[src/rtl/qwt_pkg.sv]
// Shared types, constants and decode helpers for the quoted word tokenizer.
// No dependencies; imported by every module of the block except qwt_checker.
package qwt_pkg;

    typedef enum logic [7:0] {
        MODE_START   = 8'b0000_0001,
        MODE_BETWEEN = 8'b0000_0010,
        MODE_WORD    = 8'b0000_0100,
        MODE_ESC     = 8'b0000_1000,
        MODE_HEX1    = 8'b0001_0000,
        MODE_HEX2    = 8'b0010_0000,
        MODE_OCT     = 8'b0100_0000,
        MODE_DROP    = 8'b1000_0000
    } t_mode;

    typedef enum logic [1:0] {
        QUOTE_NONE   = 2'd0,
        QUOTE_SINGLE = 2'd1,
        QUOTE_DOUBLE = 2'd2
    } t_quote;

    localparam logic [1:0] ERR_NONE     = 2'd0;
    localparam logic [1:0] ERR_UNCLOSED = 2'd1;
    localparam logic [1:0] ERR_ESCAPE   = 2'd2;
    localparam logic [1:0] ERR_CONTROL  = 2'd3;

    localparam logic [7:0] CH_SPACE  = 8'h20;
    localparam logic [7:0] CH_HASH   = 8'h23;
    localparam logic [7:0] CH_DQUOTE = 8'h22;
    localparam logic [7:0] CH_SQUOTE = 8'h27;
    localparam logic [7:0] CH_BSLASH = 8'h5c;

    typedef struct packed {
        logic [7:0] out_byte;
        logic       byte_valid;
        logic       word_end;
        logic       line_end;
        logic [1:0] error_code;
        logic       last_of_run;
    } t_result;

    function automatic logic is_blank(input logic [7:0] b);
        return (b == CH_SPACE) || ((b >= 8'd9) && (b <= 8'd13));
    endfunction

    // {valid, digit value}
    function automatic logic [4:0] hex_val(input logic [7:0] b);
        logic [7:0] t;
        t = 8'd0;
        if ((b >= 8'h30) && (b <= 8'h39)) begin
            t = b - 8'h30;
            return {1'b1, t[3:0]};
        end else if ((b >= 8'h61) && (b <= 8'h66)) begin
            t = b - 8'h57;
            return {1'b1, t[3:0]};
        end else if ((b >= 8'h41) && (b <= 8'h46)) begin
            t = b - 8'h37;
            return {1'b1, t[3:0]};
        end
        return 5'd0;
    endfunction

    function automatic t_result mk_result(input logic [7:0] b, input logic bv,
                                          input logic we, input logic le,
                                          input logic [1:0] err);
        t_result r;
        r.out_byte    = bv ? b : 8'd0;
        r.byte_valid  = bv;
        r.word_end    = we;
        r.line_end    = le;
        r.error_code  = err;
        r.last_of_run = 1'b0;
        return r;
    endfunction

endpackage

[src/rtl/qwt_step.sv]
// Parser state registers and the single-pass next-state / result logic.
// Depends on qwt_pkg; yields up to two results per request.
module qwt_step (
    input  logic                    i_clk,
    input  logic                    i_rst_n,
    input  logic                    i_en,
    input  logic [7:0]              i_data_byte,
    input  logic                    i_end_of_line,
    output qwt_pkg::t_result [1:0]  o_res,
    output logic [1:0]              o_cnt
);
    import qwt_pkg::*;

    t_mode      r_mode,  n_mode;
    t_quote     r_quote, n_quote;
    logic [7:0] r_val,   n_val;
    logic [1:0] r_left,  n_left;

    t_result [1:0] res;
    logic [1:0]    cnt;
    logic          plain_go;
    t_mode         pmode;
    logic [4:0]    hx;
    logic [7:0]    b;
    logic          eol;
    logic [7:0]    v;

    always_comb begin
        b        = i_data_byte;
        eol      = i_end_of_line;
        hx       = hex_val(b);
        n_mode   = r_mode;
        n_quote  = r_quote;
        n_val    = r_val;
        n_left   = r_left;
        res      = '0;
        cnt      = 2'd0;
        plain_go = 1'b0;
        pmode    = r_mode;
        v        = b;

        unique case (r_mode)
            MODE_START, MODE_BETWEEN, MODE_WORD: begin
                plain_go = 1'b1;
            end
            MODE_ESC: begin
                if (eol) begin
                    res[0]   = mk_result(CH_BSLASH, 1'b1, 1'b0, 1'b0, ERR_NONE);
                    cnt      = 2'd1;
                    pmode    = MODE_WORD;
                    plain_go = 1'b1;
                end else begin
                    n_mode = MODE_WORD;
                    if ((b == 8'h78) || (b == 8'h58)) begin
                        n_mode = MODE_HEX1;
                    end else if (b[7:3] == 5'b00110) begin
                        n_val  = {5'd0, b[2:0]};
                        n_left = b[2] ? 2'd1 : 2'd2;
                        n_mode = MODE_OCT;
                    end else begin
                        unique case (b)
                            8'h61:   v = 8'd7;
                            8'h62:   v = 8'd8;
                            8'h66:   v = 8'd12;
                            8'h6e:   v = 8'd10;
                            8'h72:   v = 8'd13;
                            8'h74:   v = 8'd9;
                            8'h76:   v = 8'd11;
                            default: v = b;
                        endcase
                        res[0] = mk_result(v, 1'b1, 1'b0, 1'b0, ERR_NONE);
                        cnt    = 2'd1;
                    end
                end
            end
            MODE_HEX1: begin
                if (eol || !hx[4]) begin
                    res[0]  = mk_result(8'd0, 1'b0, 1'b0, 1'b1, ERR_ESCAPE);
                    cnt     = 2'd1;
                    n_quote = QUOTE_NONE;
                    n_val   = 8'd0;
                    n_left  = 2'd0;
                    n_mode  = eol ? MODE_START : MODE_DROP;
                end else begin
                    n_val  = {4'd0, hx[3:0]};
                    n_left = 2'd1;
                    n_mode = MODE_HEX2;
                end
            end
            MODE_HEX2: begin
                n_val  = 8'd0;
                n_left = 2'd0;
                n_mode = MODE_WORD;
                if (!eol && hx[4]) begin
                    res[0] = mk_result({r_val[3:0], hx[3:0]}, 1'b1, 1'b0, 1'b0,
                                       ERR_NONE);
                    cnt    = 2'd1;
                end else begin
                    res[0]   = mk_result(r_val, 1'b1, 1'b0, 1'b0, ERR_NONE);
                    cnt      = 2'd1;
                    pmode    = MODE_WORD;
                    plain_go = 1'b1;
                end
            end
            MODE_OCT: begin
                if (!eol && (b[7:3] == 5'b00110)) begin
                    if (r_left == 2'd1) begin
                        res[0] = mk_result({r_val[4:0], b[2:0]}, 1'b1, 1'b0, 1'b0,
                                           ERR_NONE);
                        cnt    = 2'd1;
                        n_val  = 8'd0;
                        n_left = 2'd0;
                        n_mode = MODE_WORD;
                    end else begin
                        n_val  = {r_val[4:0], b[2:0]};
                        n_left = r_left - 2'd1;
                    end
                end else begin
                    res[0]   = mk_result(r_val, 1'b1, 1'b0, 1'b0, ERR_NONE);
                    cnt      = 2'd1;
                    n_val    = 8'd0;
                    n_left   = 2'd0;
                    n_mode   = MODE_WORD;
                    pmode    = MODE_WORD;
                    plain_go = 1'b1;
                end
            end
            MODE_DROP: begin
                if (eol) begin
                    n_mode = MODE_START;
                end
            end
            default: begin
                n_mode = MODE_START;
            end
        endcase

        if (plain_go) begin
            n_mode = pmode;
            if (eol) begin
                if (pmode == MODE_WORD) begin
                    if (r_quote != QUOTE_NONE) begin
                        res[cnt[0]] = mk_result(8'd0, 1'b0, 1'b0, 1'b1, ERR_UNCLOSED);
                    end else begin
                        res[cnt[0]] = mk_result(8'd0, 1'b0, 1'b1, 1'b1, ERR_NONE);
                    end
                end else begin
                    res[cnt[0]] = mk_result(8'd0, 1'b0, 1'b0, 1'b1, ERR_NONE);
                end
                cnt     = cnt + 2'd1;
                n_mode  = MODE_START;
                n_quote = QUOTE_NONE;
                n_val   = 8'd0;
                n_left  = 2'd0;
            end else if (is_blank(b)) begin
                if (r_quote != QUOTE_NONE) begin
                    res[cnt[0]] = mk_result(b, 1'b1, 1'b0, 1'b0, ERR_NONE);
                    cnt         = cnt + 2'd1;
                end else if (pmode == MODE_WORD) begin
                    res[cnt[0]] = mk_result(8'd0, 1'b0, 1'b1, 1'b0, ERR_NONE);
                    cnt         = cnt + 2'd1;
                    n_mode      = MODE_BETWEEN;
                end
            end else if ((b == CH_HASH) && (r_quote == QUOTE_NONE)) begin
                res[cnt[0]] = mk_result(8'd0, 1'b0, pmode != MODE_START, 1'b1,
                                        ERR_NONE);
                cnt     = cnt + 2'd1;
                n_mode  = MODE_DROP;
                n_quote = QUOTE_NONE;
                n_val   = 8'd0;
                n_left  = 2'd0;
            end else if ((b == CH_DQUOTE) || (b == CH_SQUOTE)) begin
                n_mode = MODE_WORD;
                if (r_quote == QUOTE_NONE) begin
                    n_quote = (b == CH_DQUOTE) ? QUOTE_DOUBLE : QUOTE_SINGLE;
                end else if ((r_quote == QUOTE_DOUBLE) == (b == CH_DQUOTE)) begin
                    n_quote = QUOTE_NONE;
                end else begin
                    res[cnt[0]] = mk_result(b, 1'b1, 1'b0, 1'b0, ERR_NONE);
                    cnt         = cnt + 2'd1;
                end
            end else if (b == CH_BSLASH) begin
                n_mode = MODE_WORD;
                if (r_quote == QUOTE_SINGLE) begin
                    res[cnt[0]] = mk_result(b, 1'b1, 1'b0, 1'b0, ERR_NONE);
                    cnt         = cnt + 2'd1;
                end else begin
                    n_mode = MODE_ESC;
                end
            end else if (b < CH_SPACE) begin
                res[cnt[0]] = mk_result(8'd0, 1'b0, 1'b0, 1'b1, ERR_CONTROL);
                cnt     = cnt + 2'd1;
                n_mode  = MODE_DROP;
                n_quote = QUOTE_NONE;
                n_val   = 8'd0;
                n_left  = 2'd0;
            end else begin
                n_mode      = MODE_WORD;
                res[cnt[0]] = mk_result(b, 1'b1, 1'b0, 1'b0, ERR_NONE);
                cnt         = cnt + 2'd1;
            end
        end

        if (cnt == 2'd1) begin
            res[0].last_of_run = 1'b1;
        end else if (cnt == 2'd2) begin
            res[1].last_of_run = 1'b1;
        end
    end

    assign o_res = res;
    assign o_cnt = cnt;

    always_ff @(posedge i_clk) begin
        if (!i_rst_n) begin
            r_mode  <= MODE_START;
            r_quote <= QUOTE_NONE;
            r_val   <= 8'd0;
            r_left  <= 2'd0;
        end else if (i_en) begin
            r_mode  <= n_mode;
            r_quote <= n_quote;
            r_val   <= n_val;
            r_left  <= n_left;
        end
    end

endmodule

[src/rtl/qwt_outbuf.sv]
// Result register holding up to two results of one request, drained one per beat.
// Depends on qwt_pkg.
module qwt_outbuf (
    input  logic                    i_clk,
    input  logic                    i_rst_n,
    input  logic                    i_load,
    input  qwt_pkg::t_result [1:0]  i_res,
    input  logic [1:0]              i_cnt,
    input  logic                    i_ready,
    output logic                    o_valid,
    output qwt_pkg::t_result        o_res,
    output logic                    o_free
);
    import qwt_pkg::*;

    logic [1:0] r_cnt;
    t_result    r_res0;
    t_result    r_res1;
    logic       take;

    assign o_valid = (r_cnt != 2'd0);
    assign o_res   = r_res0;
    assign take    = o_valid && i_ready;
    assign o_free  = (r_cnt == 2'd0) || (take && (r_cnt == 2'd1));

    always_ff @(posedge i_clk) begin
        if (!i_rst_n) begin
            r_cnt <= 2'd0;
        end else if (i_load) begin
            r_cnt <= i_cnt;
        end else if (take) begin
            r_cnt <= r_cnt - 2'd1;
        end
    end

    always_ff @(posedge i_clk) begin
        if (i_load) begin
            r_res0 <= i_res[0];
            r_res1 <= i_res[1];
        end else if (take) begin
            r_res0 <= r_res1;
        end
    end

endmodule

[src/rtl/quoted_word_tokenizer_unit.sv]
// Quoted word tokenizer top level: input register, parser step, result buffer.
// Throughput: 1 request per cycle when each gives at most one result and the output
// is not stalled; a request with two results holds the parser while the output
// buffer drains. Synchronous active-low reset clears parser state and all valid
// flags. Depends on qwt_pkg, qwt_step, qwt_outbuf.
module quoted_word_tokenizer_unit (
    input  logic       i_clk,
    input  logic       i_rst_n,
    input  logic       i_in_valid,
    output logic       o_in_ready,
    input  logic [7:0] i_data_byte,
    input  logic       i_end_of_line,
    output logic       o_out_valid,
    input  logic       i_out_ready,
    output logic [7:0] o_out_byte,
    output logic       o_byte_valid,
    output logic       o_word_end,
    output logic       o_line_end,
    output logic [1:0] o_error_code,
    output logic       o_last_of_run
);
    import qwt_pkg::*;

    logic          r_in_valid;
    logic [7:0]    r_byte;
    logic          r_eol;
    logic          buf_free;
    logic          fire;
    t_result [1:0] step_res;
    logic [1:0]    step_cnt;
    t_result       out_res;

    assign fire       = r_in_valid && buf_free;
    assign o_in_ready = !r_in_valid || buf_free;

    always_ff @(posedge i_clk) begin
        if (!i_rst_n) begin
            r_in_valid <= 1'b0;
        end else if (i_in_valid && o_in_ready) begin
            r_in_valid <= 1'b1;
        end else if (fire) begin
            r_in_valid <= 1'b0;
        end
    end

    always_ff @(posedge i_clk) begin
        if (i_in_valid && o_in_ready) begin
            r_byte <= i_data_byte;
            r_eol  <= i_end_of_line;
        end
    end

    qwt_step u_step (
        .i_clk         (i_clk),
        .i_rst_n       (i_rst_n),
        .i_en          (fire),
        .i_data_byte   (r_byte),
        .i_end_of_line (r_eol),
        .o_res         (step_res),
        .o_cnt         (step_cnt)
    );

    qwt_outbuf u_outbuf (
        .i_clk   (i_clk),
        .i_rst_n (i_rst_n),
        .i_load  (fire),
        .i_res   (step_res),
        .i_cnt   (step_cnt),
        .i_ready (i_out_ready),
        .o_valid (o_out_valid),
        .o_res   (out_res),
        .o_free  (buf_free)
    );

    assign o_out_byte    = out_res.out_byte;
    assign o_byte_valid  = out_res.byte_valid;
    assign o_word_end    = out_res.word_end;
    assign o_line_end    = out_res.line_end;
    assign o_error_code  = out_res.error_code;
    assign o_last_of_run = out_res.last_of_run;

endmodule

[config.mk]
export PLATFORM = sky130hd
export DESIGN_NAME = quoted_word_tokenizer_unit
export DESIGN_NICKNAME = d
export VERILOG_FILES = /design/src/rtl/qwt_pkg.sv /design/src/rtl/qwt_step.sv /design/src/rtl/qwt_outbuf.sv /design/src/rtl/quoted_word_tokenizer_unit.sv
export SDC_FILE = /design/constraint.sdc
export NUM_CORES = 1
export LEC_CHECK = 0
export ABC_AREA = 1
export BUFFER_PORTS_ARGS = -buffer_cell sky130_fd_sc_hd__buf_2
export CORE_MARGIN = 5
export CORE_UTILIZATION = 55
export CTS_BUF_LIST = sky130_fd_sc_hd__clkbuf_4 sky130_fd_sc_hd__clkbuf_8 sky130_fd_sc_hd__clkbuf_16
export DETAILED_ROUTE_END_ITERATION = 8
export GPL_TIMING_DRIVEN = 0
export PLACE_DENSITY = 0.8
export SYNTH_ARGS = -nofsm -noshare
export SYNTH_HDL_FRONTEND = slang
export SYNTH_SLANG_ARGS = --single-unit
[constraint.sdc]
create_clock -name i_clk -period 9.35 [get_ports i_clk]
set_clock_uncertainty 0.1 [all_clocks]
set_input_delay 0.4675 -clock i_clk [delete_from_list [all_inputs] [get_ports i_clk]]
set_output_delay 0.4675 -clock i_clk [all_outputs]
set_load 0.02 [all_outputs]
======== Word level (Yosys, flattened, before mapping) ========
Index checks and enable logic that the tools add are counted.
storage, ports and cells
  register bits after elaboration ......... 60
  bits in latches ......................... 0
  RAM bits ................................ 0
  bits in read-only memories .............. 0
  output and inout bits ................... 16
  memories kept ........................... 0
cells by class
  add/subtract/negate cells ............... 6
  multiply operators ...................... 0
  divide/modulo/power cells ............... 0
  order comparisons ....................... 11
  equal/unequal tests ..................... 36
  shift operators ......................... 0
  multiplexer cells ....................... 129
  bitwise operators ....................... 15
  reductions and logical operators ........ 29
operators by type and width
  kind                number
  $mux 28             13
  $mux 8              31
  $mux 14             9
  $eq 8x7->1 const B  11
  $mux 2              40
  $bwmux 28           2
  $pmux 14 s4         1
  $pmux 8 s7          1
  $and 13x26->26      2
  $not 26->26         2
  $and 12x24->24      2
  $not 24->24         2
  $pmux 8 s6          1
  $eq 8x6->1 const B  5
  $pmux 8 s4          1
  $pmux 8 s3          1
  $and 11x22->22      1
  $not 22->22         1
  $mux 5              4
  $eq 8x3->1 const B  2
  $ge 8x7->1 const B  2
  $le 8x7->1 const B  2
  $mux 1              16
  $pmux 2 s4          2
  39 further kinds    72

======== Depth between registers and ports, before layout ========
Gate-level depths: netlist of run 1.
  depth after elaboration ................. 25
  mapped depth ............................ 23
  gate-level depth less buffers ........... 20

======== By module ========
A second synthesis of run 1 with hierarchy kept.
second synthesis, totals
  cell total of the unflattened synthesis .. 705
  area, all modules ....................... 4803.4 um^2
by module, submodules not included
  module                      times used  cells an instance  area each (um^2)  sequential area each (um^2)
  qwt_step                    1           588                3295.7            400.4
  qwt_outbuf                  1           99                 1178.6            880.8
  quoted_word_tokenizer_unit  1           18                 329.1             290.3

======== Worst setup path after synthesis of run 1 ========
OpenSTA, ideal clock, no wires.
  kind .................................... flip-flop to flip-flop
  from .................................... reg r_byte[0]
  to ...................................... reg u_outbuf.r_res0 (netlist bit u_outbuf.o_res[0]) (data pin)
  setup time .............................. 0.256 ns
  data arrival time ....................... 2.700 ns
  required time ........................... 8.994 ns
  slack ................................... 6.294 ns
  cell stages (with the launch flop) ...... 24
  path buffers ............................ 3
  clock period less this slack ............ 3.056 ns
  cells stage by stage .................... edfxtp_1 > buf_2 > inv_1 > ha_1 > nand2_1 > nor2_1 > nand2_1 > nand2_1 > a21oi_1 > nor2_4 > nand2_2 > buf_6 > buf_2 > ha_1 > nand2_1 > nand2_1 > nand2_1 > o21ai_0 > nand2_1 > nand2_1 > nand2_1 > nand2_1 > nand2_1 > a21boi_1
between the ends
  longest elaborated chain between the ends .. 25
RTL lines
  item                                             RTL line                          text
  start: declaration                               quoted_word_tokenizer_unit.sv:25  logic [7:0] r_byte;
  start signal: assignment                         quoted_word_tokenizer_unit.sv:48  r_byte <= i_data_byte;
  $ge 8x7->1 / $le 8x7->1 (equally long branches)  qwt_pkg.sv:56                     end else if ((b >= 8'h41) && (b <= 8'h46)) begin
  $logic_and 1x1->1                                qwt_pkg.sv:56
  $mux 1                                           qwt_pkg.sv:56
  $mux 1                                           qwt_pkg.sv:53                     end else if ((b >= 8'h61) && (b <= 8'h66)) begin
  $mux 1                                           qwt_pkg.sv:50                     if ((b >= 8'h30) && (b <= 8'h39)) begin
  $mux 5                                           qwt_pkg.sv:60                     return 5'd0;
  $logic_not 1->1                                  qwt_step.sv:77                    if (eol || !hx[4]) begin
  $logic_or 1x1->1                                 qwt_step.sv:77
  [... 9 more ...]                                 --
  $mux 28                                          qwt_step.sv:182                   end else if (b == CH_BSLASH) begin
  $mux 28                                          qwt_step.sv:172                   end else if ((b == CH_DQUOTE) || (b == CH_SQUOTE)) begin
  $mux 28                                          qwt_step.sv:164                   end else if ((b == CH_HASH) && (r_quote == QUOTE_NONE)) begin
  $mux 28                                          qwt_step.sv:155                   end else if (is_blank(b)) begin
  $mux 28                                          qwt_step.sv:140                   if (eol) begin
  $mux 15                                          qwt_step.sv:138                   if (plain_go) begin
  $mux 1 *                                         qwt_step.sv:204                   if (cnt == 2'd1) begin
  $mux 14 *                                        qwt_outbuf.sv:37                  if (i_load) begin
  end signal: assignment                           qwt_outbuf.sv:38                  r_res0 <= i_res[0];
  end signal: assignment                           qwt_outbuf.sv:41                  r_res0 <= r_res1;
  end: declaration                                 qwt_outbuf.sv:17                  t_result r_res0;
Mark *: on every way between the ends. The rest lies on a longest branch, timed or not.
A chain may end at the register's enable or synchronous reset.

======== Worst setup path in the final report of run 1 ========
  from .................................... reg r_byte[1]
  to ...................................... reg u_outbuf.r_res0 (netlist bit u_outbuf.o_res[0]) (data pin)
Same word-level chain as after synthesis.

==> results of run 1 <==
## cells by family after synthesis
logic type | count (synthesis) | share of synthesized area, %
AOI/OAI and AO/OA | 152 | 19.1
xor gates and xnor gates | 3 | 0.561
adders and majority gates | 12 | 3.20
buffers and inverters | 114 | 10.5
DFF | 60 | 33.5
and+or+nand+nor | 344 | 33.1
## layout make-up
| class | instances | area (um^2) |
|---|---|---|
| Clock buffer | 10 | 131 |
| Clock inverter | 6 | 78.8 |
| Timing Repair Buffer | 28 | 140 |
| Fill cell | 804 | 3090 |
| Inverter | 91 | 350 |
| Tap cell | 105 | 131 |
| Multi-Input combinational cell | 511 | 2620 |
| Sequential cell | 60 | 1570 |
| Buffer | 23 | 140 |
## where the power goes
group	internal, W	total, W	switching [W]
clock network	0.000151	0.000266	0.000115
registers	0.000366	0.000397	0.0000315
logic	0.000189	0.000649	0.000459
## layer usage
layer | global-route usage [%] | wire (um) | share of wire [%]
met1 | 38.1 | 5920 | 38
met2 | 51.7 | 7300 | 47
met3 | 4.51 | 1620 | 11
met4 | 14.7 | 602 | 3.9
met5 | 0 | 0 | 0
## path summary, 6_finish.rpt
check	from	endpoint	slack, ns	cells past startpoint
worst max-delay path	r_byte[1]	u_outbuf.o_res[0]	5.26	18
worst min-delay path	i_data_byte[7]	r_byte[7]	0.18	1
worst max register to register	r_byte[1]	u_outbuf.o_res[0]	5.26	18
worst min register to register	u_step.r_left[1]	u_step.r_left[1]	0.37	2
## critical path: cells and delay by family, from the launching register on
kind,cells,cell delay (ns)
and+or+nand+nor,8,1.14
buffers and inverters,4,0.81
AOI/OAI and AO/OA,4,0.69
DFF,1,0.61
adders and majority gates,2,0.47
## stage by stage
step / power [W] / cells / util, %
5_1_grt: 0.00139 / 834 / 62.6
4_1_cts: 0.00131 / 834 / 62.6
3_5_place_dp: 0.00104 / 818 / 60.0
3_3_place_gp: 0.00103 / 818 / 60.0
6_report: 0.00131 / 834 / 62.6
2_1_floorplan: 0.000858 / 685 / -
## placed cells by master, fill, tap and decap left out, types with 4 or more instances in the layout
| cell type | netlist | routed |
|---|---|---|
| inv_2 | 6 | 6 |
| nor2_2 | 4 | 4 |
| nand2_4 | 7 | 7 |
| edfxtp_1 | 37 | 37 |
| nor3_1 | 12 | 12 |
| o22ai_1 | 5 | 5 |
| nor2_1 | 68 | 68 |
| ha_1 | 12 | 12 |
| dfxtp_1 | 23 | 23 |
| clkinv_2 | 1 | 4 |
| clkbuf_1 | 7 | 7 |
| o21ai_1 | 7 | 7 |
| o211ai_1 | 10 | 10 |
| a31oi_1 | 8 | 8 |
| nand4_1 | 15 | 15 |
| buf_4 | 4 | 4 |
| clkbuf_8 | 0 | 9 |
| nand2_1 | 175 | 175 |
| inv_1 | 80 | 80 |
| buf_6 | 4 | 4 |
| buf_2 | 7 | 35 |
| nand2_2 | 5 | 5 |
| o21ai_0 | 50 | 50 |
| a21oi_1 | 50 | 50 |
| nand3_1 | 45 | 45 |
| nor4_1 | 4 | 4 |
## state kept, by name, indices dropped and copies added (netlist names), 2 cells and up
signal	flops
r_byte	8
u_outbuf.o_res	14
u_outbuf.r_cnt	2
u_outbuf.r_res1	14
u_step.r_left	2
u_step.r_mode	8
u_step.r_quote	2
u_step.r_val	8
==> key figures, run 1 <==
Status
  – Status: finished clean

Logic synthesis
  – Synth warn: 0
  – Post-synth EDFFs: 37
  – Count leader, synth: nand2_1
  – Cell Area, Synth: 0.00469 mm^2
  – Syn_nets: 710
  – Post-Synthesis Cells: 685
  – Yosys top cell by area: edfxtp_1
  – Seq/Total Area, Yosys: 33.5%
  – Syn avg cell area: 6.84 um^2
  – Async set or reset register ratio after synthesis: 0%
  – Post-synth top area share: 23.7%
  – Synth area leaders: edfxtp_1 24%, nand2_1 14%, dfxtp_1 9.8%
  – Count of cell types in the netlist: 52
  – Synth Register Bits: 60
  – Top FF cell, synth: edfxtp_1
  – Post-synth top cells: 175 x nand2_1, 80 x inv_1, 68 x nor2_1

STA
  – Endpoints failing hold: 0
  – Minimum clock period: 4.09 ns
  – Actual slew at the worst max-slew pin: 1.23 ns
  – Setup TNS: 0 ns
  – Relative max-transition margin: 18.1%
  – Crit share post-route: 43.7%
  – Fmax: 245 MHz
  – Hold_ws: 0.183 ns
  – Max Slew Vio Count: 0
  – RSZ-0062 raised after global routing: false
  – Setup ws final: 5.26 ns
  – Final setup viols: 0

Critical path
  – Crit path capture type: flop
  – Worst Path Arrival: 4.09 ns
  – CP Launch Type: flop
  – CP max-delay cell: edfxtp_1
  – Critical-path cell list: inv_1, ha_1, inv_1, nand3_1, nand4_1, nand2_4, nand2_4, nand2_1, nand2_2, buf_6, buf_2, ha_1, o21ai_0, o21ai_1, nor2_1, o22ai_1, nand2_1, a21boi_1
  – Slowest stage delay, CP: 0.61 ns
  – CP required: 9.35 ns
  – Crit path max fanout: 12
  – Crit path kind: reg -> reg

Power
  – Cell Pwr Density: 254 mW/mm^2
  – VDD IR max: 0.116 mV
  – P_leak: 2.28 nW

Clock tree
  – # clock sinks: 60
  – Clock Tree Root: clkbuf_8
  – CTS tree: yes
  – TritonCTS Buffers: 9
  – Resized cells post-CTS: 0
  – Post-CTS Setup Repair Bufs: 0
  – Clock transition at the registers of the reported paths: 0.07 ns
  – H-tree lvl count: 3
  – Clock Path Buffers: 2
  – Hold buffers post-CTS: 0
  – Clk_lat worst skew: 0.36 ns

Global route
  – GRT overflow: 0
  – First-pass GRT wire length: 24100 um
  – Pin count of the biggest net entering global routing: 24
  – Vias in the first global route: 4593
  – Total track usage: 30.5%
  – Initial antenna violation count: 0

Drt
  – DR WL/cell: 18.5 um
  – Residual DRC: 0
  – Via count: 5027
  – DR vias/cell: 6.03
  – Post-DRT Antenna Nets: 0
  – DR iter-0 viols: 543
  – First-pass DRT Iterations: 6
  – WL final: 15400 um

Final layout
  – Final Net Count: 749
  – P&R area growth vs syn: 10.3%
  – Final instance area: 0.00517 mm^2
  – Antenna cell count: 0
  – Share of cells above drive strength 1: 12.9%

Floorplan
  – DIE WIDTH: 102 um
  – Core area: 0.00826 mm^2
  – Ports: 29
  – Core Rows: 33
  – Die height: 102 um
  – Die area: 0.0105 mm^2
  – Starting Density: 56.7%

Placement
  – Placement Cell Area: 0.00496 mm^2
  – Worst slack at placement: 5.42 ns
  – Final Wtd Congestion: 1.02
  – IO buf count: 28
  – Half-perimeter wire length after placement: 11900 um

Min path
  – Min-Delay Path Class: in -> reg

Job
  – Max-cap viol count: 0
(Power assumes the default switching activity.)
==> run 2, diff against run 1 <==
Clock period 9.35 ns to 3.9 ns, I/O delays scaled along.
==> key figures, run 2 (same netlist as run 1, synthesis figures left out) <==
Drt
  – DR WL/cell: 18.5 um
  – DR iter-0 viols: 583
  – Post-DRT Antenna Nets: 0
  – Via count: 5065
  – Residual DRC: 0
  – WL final: 15600 um
  – First-pass DRT Iterations: 5
  – DR vias/cell: 6.01

Global route
  – First-pass GRT wire length: 24400 um
  – Total track usage: 30.9%
  – Initial antenna violation count: 0
  – Vias in the first global route: 4686
  – GRT overflow: 0
  – Pin count of the biggest net entering global routing: 24

Critical path
  – Crit path kind: reg -> reg
  – Worst R2R Setup Slack: 0.25 ns
  – CP required: 3.99 ns
  – Cell depth of the worst flop-to-flop path: 18
  – Crit path capture type: flop
  – CP Launch Type: flop
  – Crit path capture: u_outbuf.o_res[0]
  – Crit path max fanout: 21
  – Worst Path Arrival: 3.74 ns
  – Worst R2R End: u_outbuf.o_res[0]
  – Reg2reg start: r_byte[0]
  – Crit path from: r_byte[0]

Clock tree
  – # clock sinks: 60
  – Clk_lat worst skew: 0.36 ns
  – Clock Tree Root: clkbuf_8
  – Clock Path Buffers: 2
  – CTS tree: yes
  – Clock transition at the registers of the reported paths: 0.07 ns
  – H-tree lvl count: 3
  – TritonCTS Buffers: 9

Final layout
  – Final Net Count: 758
  – P&R area growth vs syn: 12.4%
  – Share of cells above drive strength 1: 12.9%
  – Antenna cell count: 0
  – Commonest non-fill, non-tap cell in the layout: nand2_1
  – Most frequent cells in the layout: 175 x nand2_1, 80 x inv_1, 67 x nor2_1, 50 x a21oi_1, 50 x o21ai_0

Min path
  – Min-Delay Path Class: in -> reg

Floorplan
  – Starting Density: 56.7%
  – Die height: 102 um
  – DIE WIDTH: 102 um
  – Die area: 0.0105 mm^2
  – Core Rows: 33
  – Core area: 0.00826 mm^2
  – Ports: 29

STA
  – Actual slew at the worst max-slew pin: 1.22 ns
  – Max Slew Vio Count: 0
  – Hold_ws: 0.0436 ns
  – Fmax: 274 MHz
  – Minimum clock period: 3.65 ns
  – Final setup viols: 0
  – Crit share post-route: 93.6%
  – RSZ-0062 raised after global routing: false
  – Relative max-transition margin: 18.3%
  – Endpoints failing hold: 0

Power
  – Total power: 0.00316 W
  – VDD IR max: 0.285 mV
  – Cell Pwr Density: 601 mW/mm^2
  – P_leak: 2.32 nW

Status
  – Status: finished clean

Job
  – Max-cap viol count: 0

Placement
  – Half-perimeter wire length after placement: 11900 um
  – IO buf count: 28
  – Final Wtd Congestion: 1.02
run 2: cell count changes in the layout (fill, tap and decap cells not counted), sizes merged:
cell	previous run	this run
dlygate4sd3	0	9
run 2: worst min path at each step:
stage	start	end	slack, ns	cells past startpoint
3_5_place_dp	i_data_byte[7]	r_byte[7]	0.27	1
4_1_cts	i_rst_n	u_outbuf.r_cnt[0]	0.04	3
6_report	i_rst_n	u_outbuf.r_cnt[0]	0.04	3
2_1_floorplan	i_data_byte[0]	r_byte[0]	0.19	0
5_1_grt	i_rst_n	u_step.r_mode[5]	0.06	3
3_3_place_gp	i_data_byte[6]	r_byte[6]	0.27	1
run 2: cell type report:
type / instances / area (um^2)
Tap cell: 105 / 131
Clock inverter: 6 / 78.8
Clock buffer: 10 / 131
Inverter: 91 / 350
Fill cell: 794 / 2990
Buffer: 22 / 138
Multi-Input combinational cell: 511 / 2630
Sequential cell: 60 / 1570
Timing Repair Buffer: 38 / 238
run 2: timing repair:
| action | in CTS | in global routing |
|---|---|---|
| hold buffers | 9 | 0 |
| gates resized for setup | 1 | 1 |
| endpoints found under the setup margin | 1 | 4 |
| gates cloned | 0 | 0 |
| buffers inserted | 1 | 0 |
| endpoints found under the hold margin | 9 | 0 |
run 2: power breakdown:
part           internal (W)  switching [W]  leakage [nW]
sequential         0.000876      0.0000729         0.542
combinational      0.000461        0.00111          1.66
clock              0.000362       0.000284         0.111
run 2: per-layer routing:
metal / global-route usage (%) / routed length [um]
met5: 0 / 0
met4: 14.4 / 652
met3: 4.64 / 1380
met2: 52.6 / 7410
met1: 38.4 / 6110
run 2: metrics by stage:
step / utilization, % / instance area [um^2] / setup WS [ns] / std cells / TNS [ns]
after floorplan: - / 4690 / 0.844 / 685 / 0
after detailed placement: 60.0 / 4960 / -0.0288 / 818 / -0.0288
after CTS: 63.8 / 5270 / 0.0610 / 844 / 0
after global routing: 63.8 / 5270 / 0.0234 / 843 / 0
final: 63.8 / 5270 / 0.249 / 843 / 0
after global placement: 60.0 / 4960 / -0.0329 / 818 / -0.0329
run 2: critical path, cell delays in order, from the launching register on:
cell and delay (ns):
edfxtp_1 0.43, buf_4 0.22, inv_1 0.18, ha_1 0.24
nand2_1 0.08, nor2_2 0.20, nand2_1 0.13, nand2_1 0.13
a21oi_1 0.10, nor2_4 0.20, nand2_2 0.09, buf_6 0.18
ha_1 0.20, o21ai_0 0.20, o21ai_1 0.14, nor2_1 0.17
o22ai_1 0.15, nand2_1 0.11, a21boi_1 0.21
